File: src/design/ipcls_pkg.sv
// ----------------------------------------------------------------------------
// ipcls_pkg
// Types, character codes and per-character update functions shared by the
// address text classifier.
// ----------------------------------------------------------------------------
package ipcls_pkg;

	// One input transfer: a byte of the address string plus framing
	typedef struct packed {
		logic [7:0] char_code;
		logic       end_of_address;
		logic       no_char;
	} addr_item_t;

	// One result transfer
	typedef struct packed {
		logic [1:0] verdict;
		logic       verdict_last;
	} verdict_item_t;

	// Verdict codes
	localparam logic [1:0] VERDICT_NONE = 2'd0;
	localparam logic [1:0] VERDICT_IPV4 = 2'd1;
	localparam logic [1:0] VERDICT_IPV6 = 2'd2;

	// Character codes
	localparam logic [7:0] CH_DOT   = 8'h2E;
	localparam logic [7:0] CH_COLON = 8'h3A;
	localparam logic [7:0] CH_PLUS  = 8'h2B;
	localparam logic [7:0] CH_MINUS = 8'h2D;
	localparam logic [7:0] CH_SPACE = 8'h20;
	localparam logic [7:0] CH_TAB   = 8'h09;
	localparam logic [7:0] CH_CR    = 8'h0D;
	localparam logic [7:0] CH_ZERO  = 8'h30;
	localparam logic [7:0] CH_NINE  = 8'h39;
	localparam logic [7:0] CH_LC_A  = 8'h61;
	localparam logic [7:0] CH_LC_F  = 8'h66;
	localparam logic [7:0] CH_UC_A  = 8'h41;
	localparam logic [7:0] CH_UC_F  = 8'h46;

	// Field limits
	localparam logic [2:0] DOT_FIELDS_NEEDED   = 3'd4;
	localparam logic [3:0] COLON_GROUPS_NEEDED = 4'd8;
	localparam logic [2:0] DOT_COUNT_SAT       = 3'd5;
	localparam logic [3:0] COLON_COUNT_SAT     = 4'd9;
	localparam logic [8:0] BYTE_MAX_VALUE      = 9'd255;
	localparam logic [8:0] VALUE_SAT           = 9'd256;
	localparam logic [2:0] HEX_MAX_LEN         = 3'd4;
	localparam logic [2:0] HEX_LEN_SAT         = 3'd5;

	// Decimal field reader phase
	typedef enum logic [1:0] {
		PH_SKIP   = 2'd0,
		PH_DIGITS = 2'd1,
		PH_STOP   = 2'd2
	} number_phase_t;

	// Running state for one address string
	typedef struct packed {
		logic [2:0]    dot_field_count;
		logic [3:0]    colon_group_count;
		logic          dot_fields_ok;
		logic          colon_groups_ok;
		number_phase_t number_phase;
		logic          number_negative;
		logic [8:0]    number_value;
		logic [2:0]    hex_length;
		logic          hex_group_ok;
		logic          previous_was_dot;
		logic          previous_was_colon;
		logic          string_nonempty;
	} scan_state_t;

	localparam scan_state_t SCAN_RESET = '{
		dot_field_count:    3'd0,
		colon_group_count:  4'd0,
		dot_fields_ok:      1'b1,
		colon_groups_ok:    1'b1,
		number_phase:       PH_SKIP,
		number_negative:    1'b0,
		number_value:       9'd0,
		hex_length:         3'd0,
		hex_group_ok:       1'b1,
		previous_was_dot:   1'b0,
		previous_was_colon: 1'b0,
		string_nonempty:    1'b0
	};

	// Push request from the scanner into the result queue
	typedef struct packed {
		logic [1:0]    count;
		verdict_item_t first;
		verdict_item_t second;
	} verdict_push_t;

	function automatic logic is_digit(input logic [7:0] c);
		return (c >= CH_ZERO) && (c <= CH_NINE);
	endfunction

	function automatic logic is_hex(input logic [7:0] c);
		return is_digit(c) || ((c >= CH_LC_A) && (c <= CH_LC_F)) ||
			((c >= CH_UC_A) && (c <= CH_UC_F));
	endfunction

	function automatic logic is_space(input logic [7:0] c);
		return (c == CH_SPACE) || ((c >= CH_TAB) && (c <= CH_CR));
	endfunction

	// Close a dot-separated field and judge its value
	function automatic scan_state_t close_dot(input scan_state_t s);
		scan_state_t r;
		r = s;
		if ((s.number_value > BYTE_MAX_VALUE) ||
				(s.number_negative && (s.number_value != 9'd0))) begin
			r.dot_fields_ok = 1'b0;
		end
		if (s.dot_field_count < DOT_COUNT_SAT) begin
			r.dot_field_count = s.dot_field_count + 3'd1;
		end
		r.number_phase    = PH_SKIP;
		r.number_negative = 1'b0;
		r.number_value    = 9'd0;
		return r;
	endfunction

	// Close a colon-separated group and judge its length and digits
	function automatic scan_state_t close_colon(input scan_state_t s);
		scan_state_t r;
		r = s;
		if (!s.hex_group_ok || (s.hex_length == 3'd0) || (s.hex_length > HEX_MAX_LEN)) begin
			r.colon_groups_ok = 1'b0;
		end
		if (s.colon_group_count < COLON_COUNT_SAT) begin
			r.colon_group_count = s.colon_group_count + 4'd1;
		end
		r.hex_length   = 3'd0;
		r.hex_group_ok = 1'b1;
		return r;
	endfunction

	// atoi-style reader: whitespace, optional sign, then digits
	function automatic scan_state_t feed_number(input scan_state_t s, input logic [7:0] c);
		scan_state_t r;
		logic        take;
		logic [11:0] prod;
		r    = s;
		take = 1'b0;
		if (s.number_phase == PH_SKIP) begin
			if (is_space(c)) begin
				take = 1'b0;
			end else if ((c == CH_PLUS) || (c == CH_MINUS)) begin
				r.number_negative = (c == CH_MINUS);
				r.number_phase    = PH_DIGITS;
			end else begin
				r.number_phase = PH_DIGITS;
				take           = 1'b1;
			end
		end else if (s.number_phase == PH_DIGITS) begin
			take = 1'b1;
		end
		prod = {3'b000, s.number_value} * 12'd10 + {8'h00, c[3:0]};
		if (take) begin
			if (is_digit(c)) begin
				r.number_value = (prod > {3'b000, VALUE_SAT}) ? VALUE_SAT : prod[8:0];
			end else begin
				r.number_phase = PH_STOP;
			end
		end
		return r;
	endfunction

	// Hex group: count characters, flag any non-hex one
	function automatic scan_state_t feed_hex(input scan_state_t s, input logic [7:0] c);
		scan_state_t r;
		r = s;
		if (s.hex_length < HEX_LEN_SAT) begin
			r.hex_length = s.hex_length + 3'd1;
		end
		if (!is_hex(c)) begin
			r.hex_group_ok = 1'b0;
		end
		return r;
	endfunction

endpackage

File: src/design/ipcls_scan.sv
// ----------------------------------------------------------------------------
// ipcls_scan
// Per-string state register and the combinational update for one character,
// producing one or two verdicts on the end mark.
// ----------------------------------------------------------------------------
module ipcls_scan import ipcls_pkg::*; (
	input  logic          clk,
	input  logic          arst_n,
	input  addr_item_t    item,
	input  logic          advance,
	output verdict_push_t push
);

	scan_state_t state_q;
	scan_state_t upd;
	scan_state_t fin;
	logic        four;
	logic        eight;
	logic [1:0]  v4_code;
	logic [1:0]  v6_code;

	// Character update, then closing of open fields at the end mark
	always_comb begin
		upd = state_q;
		if (!item.no_char) begin
			upd.string_nonempty = 1'b1;
			if (item.char_code == CH_DOT) begin
				upd = close_dot(upd);
				upd.previous_was_dot = 1'b1;
			end else begin
				upd = feed_number(upd, item.char_code);
				upd.previous_was_dot = 1'b0;
			end
			if (item.char_code == CH_COLON) begin
				upd = close_colon(upd);
				upd.previous_was_colon = 1'b1;
			end else begin
				upd = feed_hex(upd, item.char_code);
				upd.previous_was_colon = 1'b0;
			end
		end
		fin = upd;
		if (upd.string_nonempty && !upd.previous_was_dot) begin
			fin = close_dot(fin);
		end
		if (upd.string_nonempty && !upd.previous_was_colon) begin
			fin = close_colon(fin);
		end
	end

	// Verdict selection: IPv4 result goes first when both shapes match
	always_comb begin
		four    = (fin.dot_field_count == DOT_FIELDS_NEEDED);
		eight   = (fin.colon_group_count == COLON_GROUPS_NEEDED);
		v4_code = fin.dot_fields_ok ? VERDICT_IPV4 : VERDICT_NONE;
		v6_code = fin.colon_groups_ok ? VERDICT_IPV6 : VERDICT_NONE;
		push.count               = 2'd0;
		push.first.verdict       = VERDICT_NONE;
		push.first.verdict_last  = 1'b1;
		push.second.verdict      = v6_code;
		push.second.verdict_last = 1'b1;
		if (item.end_of_address) begin
			push.count = 2'd1;
			priority if (four && eight) begin
				push.count              = 2'd2;
				push.first.verdict      = v4_code;
				push.first.verdict_last = 1'b0;
			end else if (four) begin
				push.first.verdict = v4_code;
			end else if (eight) begin
				push.first.verdict = v6_code;
			end else begin
				push.first.verdict = VERDICT_NONE;
			end
		end
	end

	// State register: back to the reset value after each end mark
	always_ff @(posedge clk or negedge arst_n) begin
		if (!arst_n) begin
			state_q <= SCAN_RESET;
		end else if (advance) begin
			state_q <= item.end_of_address ? SCAN_RESET : upd;
		end
	end

endmodule

File: src/design/ipcls_outq.sv
// ----------------------------------------------------------------------------
// ipcls_outq
// Two-entry result queue: takes up to two verdicts per cycle and presents
// them one transfer at a time, decoupling the scanner from receiver stalls.
// ----------------------------------------------------------------------------
module ipcls_outq import ipcls_pkg::*; (
	input  logic          clk,
	input  logic          arst_n,
	input  verdict_push_t push,
	output logic [1:0]    space,
	output logic          result_valid,
	input  logic          result_ready,
	output verdict_item_t result
);

	verdict_item_t entry_q [2];
	logic [1:0]    count_q;
	verdict_item_t entry_d [2];
	logic [1:0]    count_d;
	logic          pop;

	assign pop          = result_valid && result_ready;
	assign result_valid = (count_q != 2'd0);
	assign result       = entry_q[0];
	// free slots once this cycle's transfer has left
	assign space        = 2'd2 - count_q + {1'b0, pop};

	// Shift out the head, then append new verdicts behind what remains
	always_comb begin
		entry_d[0] = entry_q[0];
		entry_d[1] = entry_q[1];
		count_d    = count_q;
		if (pop) begin
			entry_d[0] = entry_q[1];
			count_d    = count_q - 2'd1;
		end
		if (push.count == 2'd2) begin
			entry_d[0] = push.first;
			entry_d[1] = push.second;
			count_d    = 2'd2;
		end else if (push.count == 2'd1) begin
			if (count_d == 2'd0) begin
				entry_d[0] = push.first;
			end else begin
				entry_d[1] = push.first;
			end
			count_d = count_d + 2'd1;
		end
	end

	always_ff @(posedge clk or negedge arst_n) begin
		if (!arst_n) begin
			count_q <= 2'd0;
		end else begin
			count_q <= count_d;
		end
	end

	// Payload storage, no reset needed
	always_ff @(posedge clk) begin
		entry_q[0] <= entry_d[0];
		entry_q[1] <= entry_d[1];
	end

endmodule

File: src/design/ip_address_text_classifier.sv
// ----------------------------------------------------------------------------
// ip_address_text_classifier
// Classifies an address string, streamed one byte per transfer, as IPv4,
// IPv6 or neither.
//
// Input channel item_valid / item_ready / item: one byte per transfer, with
// end_of_address on the last one; no_char marks a transfer without a byte
// (used to close an empty string).
// Output channel result_valid / result_ready / result: one verdict per
// transfer, verdict_last set on the final verdict of an address. A string
// that is both IPv4- and IPv6-shaped gives two verdicts, IPv4 first.
// An end-marked item is registered in the input register on transfer, scanned
// from there, and its verdicts are written into the result queue, from which
// the first one is offered.
// Throughput: one item per cycle, set by the combinational character update
// of the scanner state register; an end-marked item waits in the input
// register until the two-entry result queue has room for all its verdicts.
// Reset: clears the scanner state, the input valid flag and the queue count.
// Receiver stall: results hold in the queue; bytes keep flowing while the
// queue is full, end-marked items wait for room.
// ----------------------------------------------------------------------------
module ip_address_text_classifier import ipcls_pkg::*; (
	input  logic          clk,
	input  logic          arst_n,
	input  logic          item_valid,
	output logic          item_ready,
	input  addr_item_t    item,
	output logic          result_valid,
	input  logic          result_ready,
	output verdict_item_t result
);

	addr_item_t    item_s1;
	logic          valid_s1;
	logic          advance;
	logic [1:0]    space;
	verdict_push_t push_raw;
	verdict_push_t push;

	// Stage 1 advances unless its verdicts would not fit in the queue
	assign advance    = valid_s1 && (push_raw.count <= space);
	assign item_ready = !valid_s1 || advance;

	always_comb begin
		push = push_raw;
		if (!advance) begin
			push.count = 2'd0;
		end
	end

	// Input register
	always_ff @(posedge clk or negedge arst_n) begin
		if (!arst_n) begin
			valid_s1 <= 1'b0;
		end else if (item_ready) begin
			valid_s1 <= item_valid;
		end
	end

	always_ff @(posedge clk) begin
		if (item_valid && item_ready) begin
			item_s1 <= item;
		end
	end

	ipcls_scan u_scan (
		.clk     (clk),
		.arst_n  (arst_n),
		.item    (item_s1),
		.advance (advance),
		.push    (push_raw)
	);

	ipcls_outq u_outq (
		.clk          (clk),
		.arst_n       (arst_n),
		.push         (push),
		.space        (space),
		.result_valid (result_valid),
		.result_ready (result_ready),
		.result       (result)
	);

endmodule

File: config.mk
export PLATFORM = sky130hd
export DESIGN_NAME = ip_address_text_classifier
export DESIGN_NICKNAME = d
export VERILOG_FILES = /design/src/design/ipcls_pkg.sv /design/src/design/ipcls_scan.sv /design/src/design/ipcls_outq.sv /design/src/design/ip_address_text_classifier.sv
export SDC_FILE = /design/constraint.sdc
export NUM_CORES = 1
export LEC_CHECK = 0
export BUFFER_PORTS_ARGS = -buffer_cell sky130_fd_sc_hd__buf_2
export CELL_PAD_IN_SITES_DETAIL_PLACEMENT = 1
export CELL_PAD_IN_SITES_GLOBAL_PLACEMENT = 1
export CORE_UTILIZATION = 45
export CTS_CLUSTER_DIAMETER = 120
export DETAILED_ROUTE_END_ITERATION = 10
export MAX_ROUTING_LAYER = met4
export PLACE_DENSITY = 0.79
export SYNTH_ARGS = -nofsm -noshare
export SYNTH_HDL_FRONTEND = slang
export SYNTH_SLANG_ARGS = --single-unit
export TNS_END_PERCENT = 1
File: constraint.sdc
create_clock -name clk -period 14.3 [get_ports clk]
set_input_delay 0 -clock clk [delete_from_list [all_inputs] [get_ports clk]]
set_output_delay 0 -clock clk [all_outputs]
set_load 0.05 [all_outputs]
==> results of run 1 <==
## per-stage QoR
step	cells	utilization
3_3_place_gp	498	0.498
2_1_floorplan	392	-
3_5_place_dp	498	0.498
6_report	518	0.531
5_1_grt	518	0.531
4_1_cts	518	0.531
## registers in the layout, summed over array words and instances, names as in the netlist
name and count:
valid_s1 1, u_outq.entry_q 6, u_scan.state_q 28, u_outq.count_q 2, item_s1 10
## cell usage after synthesis (4+ instances only)
master    number  area share
xor2_1         7       0.017
o21ai_0       24       0.034
nor2b_1        6       0.011
o211ai_1       4      0.0085
inv_1         25       0.027
ha_1          32        0.11
edfxtp_1      11       0.094
nor3_1         8       0.011
a22o_1         7       0.017
xnor2_1        7       0.017
nor2_1        29       0.031
nand3_1       12       0.017
o22ai_1        4      0.0071
o21ai_2        4      0.0099
o2bb2a_1       4       0.011
a211oi_1       5       0.011
clkbuf_1       7      0.0074
nand2_1       43       0.046
a21oi_1       26       0.037
nand3b_1       4      0.0085
nand2b_1       8       0.014
dfxtp_1        5       0.028
and3_1         5      0.0089
a31oi_1        5      0.0089
dfrtp_1       28        0.20
## final cells by class
cell class                      instances  area (sq um)  share of cell area
Multi-Input combinational cell        309          2170               0.553
Tap cell                               99           124              0.0315
Clock buffer                            6          82.6              0.0210
Sequential cell                        47          1210               0.308
Timing Repair Buffer                   30           210              0.0535
Clock inverter                          2          38.8             0.00986
Inverter                               25          93.8              0.0239
## kinds of logic (layout without fill, tap and decap cells)
logic type,count (synthesis),in the layout,synth area share
flip-flops,47,47,0.343
XOR/XNOR,16,16,0.0461
AND/OR/NAND/NOR,142,142,0.214
AO/OA/AOI/OAI,111,111,0.212
multiplexers,6,6,0.0181
adder cells (fa/ha/maj),34,34,0.125
buffers and inverters,36,63,0.0418
## power by group through the flow
stage                     logic (mW)  clock network (mW)  registers, mW
after global routing           0.373               0.110          0.216
after global placement         0.314                   0          0.210
final                          0.329               0.104          0.210
after CTS                      0.330               0.107          0.210
after floorplan                0.265                   0          0.194
after detailed placement       0.324                   0          0.213
## worst min-delay path: cells and delay by family
kind                   cells  cell delay [ns]
AO/OA/AOI/OAI              1             0.08
buffers and inverters      1             0.08
AND/OR/NAND/NOR            1             0.16
multiplexers               1             0.18
## routing by layer
metal	part of all wire	vias to the layer above
met1	0.47	1515
met5	0	-
met3	0.022	4
met2	0.50	40
li1	-	1493
met4	0.0057	0
## path summary, 6_finish.rpt
kind / startpoint / endpoint / slack, ns / cells past startpoint
worst max-delay path: item_s1[9] / u_outq.entry_q[0][4] / 8.77 / 20
worst min-delay path: result_ready / u_outq.entry_q[0][2] / 0.24 / 4
worst max register to register: item_s1[9] / u_outq.entry_q[0][4] / 8.77 / 20
worst min register to register: u_scan.state_q[19] / u_scan.state_q[19] / 0.50 / 2
max in group asynchronous: arst_n / u_scan.state_q[24] / 13.51 / 2
min in group asynchronous: arst_n / u_outq.count_q[0] / 0.30 / 2
==> summary.txt, run 1 <==
status - complete, no violations
VDD IR max - 72.7 uV
Top FF cell, synth - dfrtp_1
Seq/Total Area, Yosys - 0.343
Die Width - 90.6 um
RSZ-0062 raised after global routing - no
Initial Utilization - 0.477
Hold WC Path Type - primary input to flip-flop
gr busiest metal - met2
post-route ant nets - 0
first-pass GRT wire length - 15700 um
routed wire length - 8890 um
wire per inst - 17.2 um
CP required - 14.49 ns
synthesized area - 3530 sq um
Max-Cap Viols - 0
Lkg Pwr - 1.72 nW
DR vias - 3052
Area growth, synth to finish - 11.4%
DP Worst Slack - 8.82 ns
register bit count reported by yosys - 47
CTS root buffer - clkbuf_8
number of enable flip-flop cells after synthesis - 11
Bufs on Longest Clock Path - 2
clock share of power - 0.162
Bufs and invs on worst path - 1
Row Count - 31
I/O Pins - 19
Remaining DRCs - 0
H-Tree Depth - 2
met3 Resource Use GR - 0.0253
post-CTS sizing - 0
diode count - 0
PnR Total Power - 643 uW
DP Wirelength - 6580 um
Worst slew margin - 0.498
drt first pass iters - 4
GRT Total Usage - 0.240
die area - 8200 sq um
post-synthesis cell count - 392
final worst slack - 8.77 ns
commonest non-fill, non-tap cell in the layout - nand2_1
Net Sw Frac - 0.457
syn nets - 440
Sw Pwr - 294 uW
hold slack final - 0.238 ns
endpoints failing setup - 0
actual slew at the worst max-slew pin - 0.752 ns
clock slew at reported path FFs - 0.09 ns
slowest cell on the critical path - nor4bb_1
GR Layer Usage met2 - 0.412
CP Capture Type - flip-flop
critical path cell sequence - nor4bb_1, o2111a_1, mux2_2, ha_1, nand2b_1, a211o_1, a22oi_1, nand2_1, nor2_1, ha_1, nor2b_1, o21ai_0, nand2_1, nor3_1, inv_1, ha_1, nand2_1, nor2_1, and3_1, a311o_1
Max Clock Skew - 0.00736 ns
grt met1 use - 0.311
Filler Cell Count - 890
post-route cell area - 3930 sq um
Clock Sinks - 47
Final Slew Violations - 0
WS Path Type - flip-flop to flip-flop
CTS tree - done
CTS Hold Bufs - 12
Layout Nets - 466
post-CTS setup buffers - 0
Routability Congestion - 0.850
Crit path largest cell delay - 0.58 ns
Avg Cell Area, Syn - 9.01 sq um
part of the power in registers - 0.327
commonest cells after routing, fill and taps aside - 43 x nand2_1, 32 x ha_1, 29 x nor2_1
number of global-route vias before repair - 3277
CTS Buf Count - 5
Hold Violations, Final - 0
Async S/R FF share, synth - 0.660
area post-placement - 3690 sq um
Core Footprint - 7410 sq um
Combinational Power Share - 0.511
crit path time final - 5.53 ns
Skew-Pair Late Insertion Delay - 0.30 ns
synth warn - 0
setup tns final - 0 ns
Distinct cells, synth - 68
CP startpoint kind - flip-flop
initial antenna violation count - 0
Crit path max-delay family - simple AND/OR/NAND/NOR gates
grt ovf - 0
1st-iter DRT viols - 124
port bufs - 18
layout cells sized above 1 - 0.112
internal power - 349 uW
power per cell area - 163 nW/um^2
Tcrit/Tclk final - 0.387
crit path max fanout - 15
WP data arrival - 5.72 ns
routed vias/inst - 5.89
largest net degree at the start of global routing - 32
top achievable clock speed - 181 MHz
Die Ht - 90.6 um
Note: power is estimated with default switching activity, not from simulation.
==> run 2, diff against run 1 <==
Clock period 14.3 ns to 5.6 ns, I/O delays scaled along.
==> summary.txt, run 2 (synthesized netlist as in run 1, its figures left out) <==
initial antenna violation count - 0
Max-Cap Viols - 0
area post-placement - 3720 sq um
number of global-route vias before repair - 3203
WS Path Type - flip-flop to flip-flop
worst r2r dst - u_outq.entry_q[0][4]
Area growth, synth to finish - 11.8%
Crit path largest cell delay - 0.47 ns
Layout Nets - 470
R2R cell count - 19
diode count - 0
placed cell count - 502
Worst slew margin - 0.501
commonest cells after routing, fill and taps aside - 43 x nand2_1, 32 x ha_1, 29 x nor2_1
I/O Pins - 19
wire per inst - 17.2 um
Die Width - 90.6 um
post-CTS setup buffers - 0
Hold Violations, Final - 0
Hold WC Path Type - primary input to flip-flop
largest net degree at the start of global routing - 32
multi-input logic area - 2180 sq um
Max Clock Skew - 0.0112 ns
DP Wirelength - 6670 um
top achievable clock speed - 199 MHz
Final Slew Violations - 0
CP required - 5.80 ns
layout cells sized above 1 - 0.123
R2R Setup Slk - 0.58 ns
power per cell area - 413 nW/um^2
actual slew at the worst max-slew pin - 0.748 ns
Remaining DRCs - 0
post-route ant nets - 0
WP data arrival - 5.22 ns
Core Footprint - 7410 sq um
Lkg Pwr - 1.73 nW
GRT Total Usage - 0.239
RSZ-0062 raised after global routing - no
DR vias - 3103
die area - 8200 sq um
Initial Utilization - 0.477
Tcrit/Tclk final - 0.896
max FFs per register - 28
CTS root buffer - clkbuf_8
routed wire length - 8960 um
Row Count - 31
VDD IR max - 233 uV
Die Ht - 90.6 um
port bufs - 18
Skew-Pair Late Insertion Delay - 0.30 ns
H-Tree Depth - 2
commonest non-fill, non-tap cell in the layout - nand2_1
Top reg by flops - u_scan.state_q
biggest regs - u_scan.state_q (28), item_s1 (10), u_outq.entry_q (6)
Clock Sinks - 47
crit path time final - 5.02 ns
CP startpoint kind - flip-flop
CTS tree - done
status - complete, no violations
R2R Path Start - item_s1[9]
Finished Layout Cells - 522
setup tns final - 0 ns
routed vias/inst - 5.94
Critical Path Sink - u_outq.entry_q[0][4]
crit path max fanout - 14
Setup crit start - item_s1[9]
slowest cell on the critical path - nor4bb_2
Register Area - 1210 sq um
post-route cell area - 3950 sq um
drt first pass iters - 4
CP Capture Type - flip-flop
Routability Congestion - 0.846
critical path cell sequence - nor4bb_2, o2111a_1, mux2_2, ha_1, nand2b_1, a211o_1, a22oi_1, nand2_1, nor2_1, ha_1, nor2b_1, o21ai_0, nand2_1, buf_4, nor2_1, ha_1, nand2_1, and3_1, a311o_1
Filler Cell Count - 881
Bufs on Longest Clock Path - 2
CTS Buf Count - 5
clock slew at reported path FFs - 0.10 ns
endpoints failing setup - 0
grt ovf - 0
first-pass GRT wire length - 15600 um
1st-iter DRT viols - 153
[run 2: cell types whose count changed in the layout (fill, tap and decap cells not counted), sizes merged]
cell	change
buf	+4
bufinv	-1
clkinv	+1
clkinvlp	+1
inv	-1
[run 2: worst min path at each step]
stage / start / endpoint / depth (start not counted)
after floorplan: arst_n / u_outq.count_q[0] / 0
after CTS: result_ready / u_outq.entry_q[0][2] / 4
after global placement: arst_n / u_outq.count_q[0] / 1
after global routing: result_ready / u_outq.entry_q[0][2] / 4
final: result_ready / u_outq.entry_q[0][2] / 4
after detailed placement: arst_n / u_outq.count_q[1] / 1
[run 2: worst max-delay path, delay by kind of cell (launching register included)]
family,cells,cell delay (ns)
AO/OA/AOI/OAI,5,1.45
adder cells (fa/ha/maj),3,0.76
buffers and inverters,1,0.21
flip-flops,1,0.46
multiplexers,1,0.39
AND/OR/NAND/NOR,9,1.66
[run 2: where the power goes]
group / internal, mW / switching [mW] / total, mW
clock: 0.101 / 0.122 / 0.223
sequential: 0.437 / 0.0897 / 0.527
combinational: 0.330 / 0.551 / 0.880
[run 2: final cells by class]
type / count / share of cell area
multi-input combinational: 309 / 0.552
tap: 99 / 0.0314
sequential: 47 / 0.307
clock buffer: 6 / 0.0209
inverter: 25 / 0.0238
timing repair buffer: 34 / 0.0609
clock inverter: 2 / 0.00412
[run 2: repair_timing]
item,CTS,global route
gates resized for setup,0,1
hold endpoints to repair,39,0
setup endpoints to repair,0,1
hold buffers,12,0
[run 2: per-layer routing]
layer,vias to the layer above,global-route usage,share of wire
li1,1507,-,-
met1,1538,0.306,0.46
met2,50,0.403,0.50
met3,8,0.0278,0.028
met4,0,0.0591,0.0090
met5,-,-,0
[run 2: per-stage QoR]
stage / util / total power [mW] / hold slack (ns) / worst slack [ns]
after detailed placement: 0.502 / 1.40 / 0.110 / 0.447
after global placement: 0.502 / 1.37 / 0.105 / 0.700
final: 0.533 / 1.63 / 0.221 / 0.585
after floorplan: - / 1.17 / -0.296 / 0.989
after CTS: 0.532 / 1.64 / 0.224 / 0.430
after global routing: 0.533 / 1.77 / 0.307 / 0.0115
==> run 3, diff against run 2 <==
Clock period 5.6 ns to 6.4 ns, I/O delays scaled along.
==> summary.txt, run 3 (synthesized netlist as in run 1, its figures left out) <==
status - complete, no violations
commonest non-fill, non-tap cell in the layout - nand2_1
WS Path Type - flip-flop to flip-flop
grt ovf - 0
CTS root buffer - clkbuf_8
Clock Sinks - 47
Setup crit start - item_s1[9]
post-CTS setup buffers - 0
post-CTS sizing - 0
max FFs per register - 28
Top reg by flops - u_scan.state_q
worst r2r dst - u_outq.entry_q[0][4]
Bufs on Longest Clock Path - 2
min-delay src - result_ready
diode count - 0
CP startpoint kind - flip-flop
WP data arrival - 5.76 ns
clock slew at reported path FFs - 0.10 ns
R2R Path Start - item_s1[9]
CTS Hold Bufs - 12
Remaining DRCs - 0
setup tns final - 0 ns
Area growth, synth to finish - 10.7%
commonest cells after routing, fill and taps aside - 43 x nand2_1, 32 x ha_1, 29 x nor2_1
Hold WC Path Type - primary input to flip-flop
actual slew at the worst max-slew pin - 0.736 ns
Die Width - 90.6 um
CTS Buf Count - 5
crit path time final - 5.58 ns
top achievable clock speed - 179 MHz
first-pass GRT wire length - 15200 um
Row Count - 31
hold slack final - 0.224 ns
biggest regs - u_scan.state_q (28), item_s1 (10), u_outq.entry_q (6)
Crit path largest cell delay - 0.60 ns
Core Footprint - 7410 sq um
final worst slack - 0.823 ns
drt first pass iters - 4
I/O Pins - 19
CP required - 6.59 ns
fin util - 0.528
Routability Congestion - 0.852
Hold Violations, Final - 0
R2R Setup Slk - 0.82 ns
routed wire length - 8710 um
R2R cell count - 20
Max Clock Skew - 0.0121 ns
Worst slew margin - 0.510
Critical Path Sink - u_outq.entry_q[0][4]
RSZ-0062 raised after global routing - no
routed vias/inst - 5.92
DR vias - 3064
critical path cell sequence - nor4bb_1, o2111a_1, mux2_2, ha_1, nand2b_1, a211o_1, a22oi_1, nand2_1, nor2_1, ha_1, nor2b_1, o21ai_0, nand2_1, nor3_1, inv_1, ha_1, nand2_1, nor2_1, and3_1, a311o_1
Die Ht - 90.6 um
1st-iter DRT viols - 140
Final Slew Violations - 0
Skew-Pair Late Insertion Delay - 0.30 ns
slowest cell on the critical path - nor4bb_1
die area - 8200 sq um
VDD IR max - 225 uV
GRT Total Usage - 0.234
layout cells sized above 1 - 0.112
CP Capture Type - flip-flop
Layout Nets - 466
Initial Utilization - 0.477
power per cell area - 357 nW/um^2
post-route ant nets - 0
H-Tree Depth - 2
Tcrit/Tclk final - 0.871
largest net degree at the start of global routing - 32
crit path max fanout - 15
Max-Cap Viols - 0
DP Wirelength - 6540 um
CTS tree - done
DP Worst Slack - 0.875 ns
endpoints failing setup - 0
port bufs - 18
wire per inst - 16.8 um
initial antenna violation count - 0
number of global-route vias before repair - 3278
Lkg Pwr - 1.71 nW
## run 3: cell count changes in the layout (fill, tap and decap cells not counted), sizes merged
| cell | previous run | this run |
|---|---|---|
| buf | 22 | 18 |
## run 3: worst max-delay path, delay by kind of cell (launching register included)
family	cells	cell delay, ns
buffers and inverters	1	0.08
flip-flops	1	0.44
adder cells (fa/ha/maj)	3	0.74
AO/OA/AOI/OAI	5	1.43
AND/OR/NAND/NOR	10	2.39
multiplexers	1	0.38
## run 3: through the flow
step           total power, mW  area [sq um]  instances
5_1_grt                   1.52          3910        518
3_3_place_gp              1.17          3690        498
6_report                  1.40          3910        518
2_1_floorplan             1.03          3530        392
3_5_place_dp              1.20          3690        498
4_1_cts                   1.40          3910        518
## run 3: final cells by class
class | instances | area (sq um)
inverter | 25 | 93.8
clock buffer | 6 | 82.6
sequential | 47 | 1210
timing repair buffer | 30 | 210
fill | 878 | 3500
tap | 99 | 124
clock inverter | 2 | 16.3
multi-input combinational | 309 | 2170
## run 3: worst min-delay path by stage
stage / to / slack, ns / cells past startpoint
final: u_outq.entry_q[0][2] / 0.22 / 4
after global routing: u_outq.entry_q[0][2] / 0.25 / 4
after CTS: u_outq.entry_q[0][2] / 0.23 / 4
after detailed placement: u_outq.count_q[0] / 0.10 / 1
after global placement: u_outq.count_q[0] / 0.10 / 1
after floorplan: u_outq.count_q[0] / -0.30 / 0
## run 3: where the power goes
| group | total (mW) | internal (mW) | switching, mW | leakage [nW] |
|---|---|---|---|---|
| logic | 0.734 | 0.269 | 0.465 | 1.10 |
| clock network | 0.192 | 0.0883 | 0.104 | 0.0474 |
| registers | 0.469 | 0.382 | 0.0867 | 0.556 |
## run 3: per-layer routing
metal / share of wire / track usage
met1: 0.48 / 0.296
met2: 0.49 / 0.397
met3: 0.018 / 0.0295
met4: 0.010 / 0.0551
met5: 0 / -
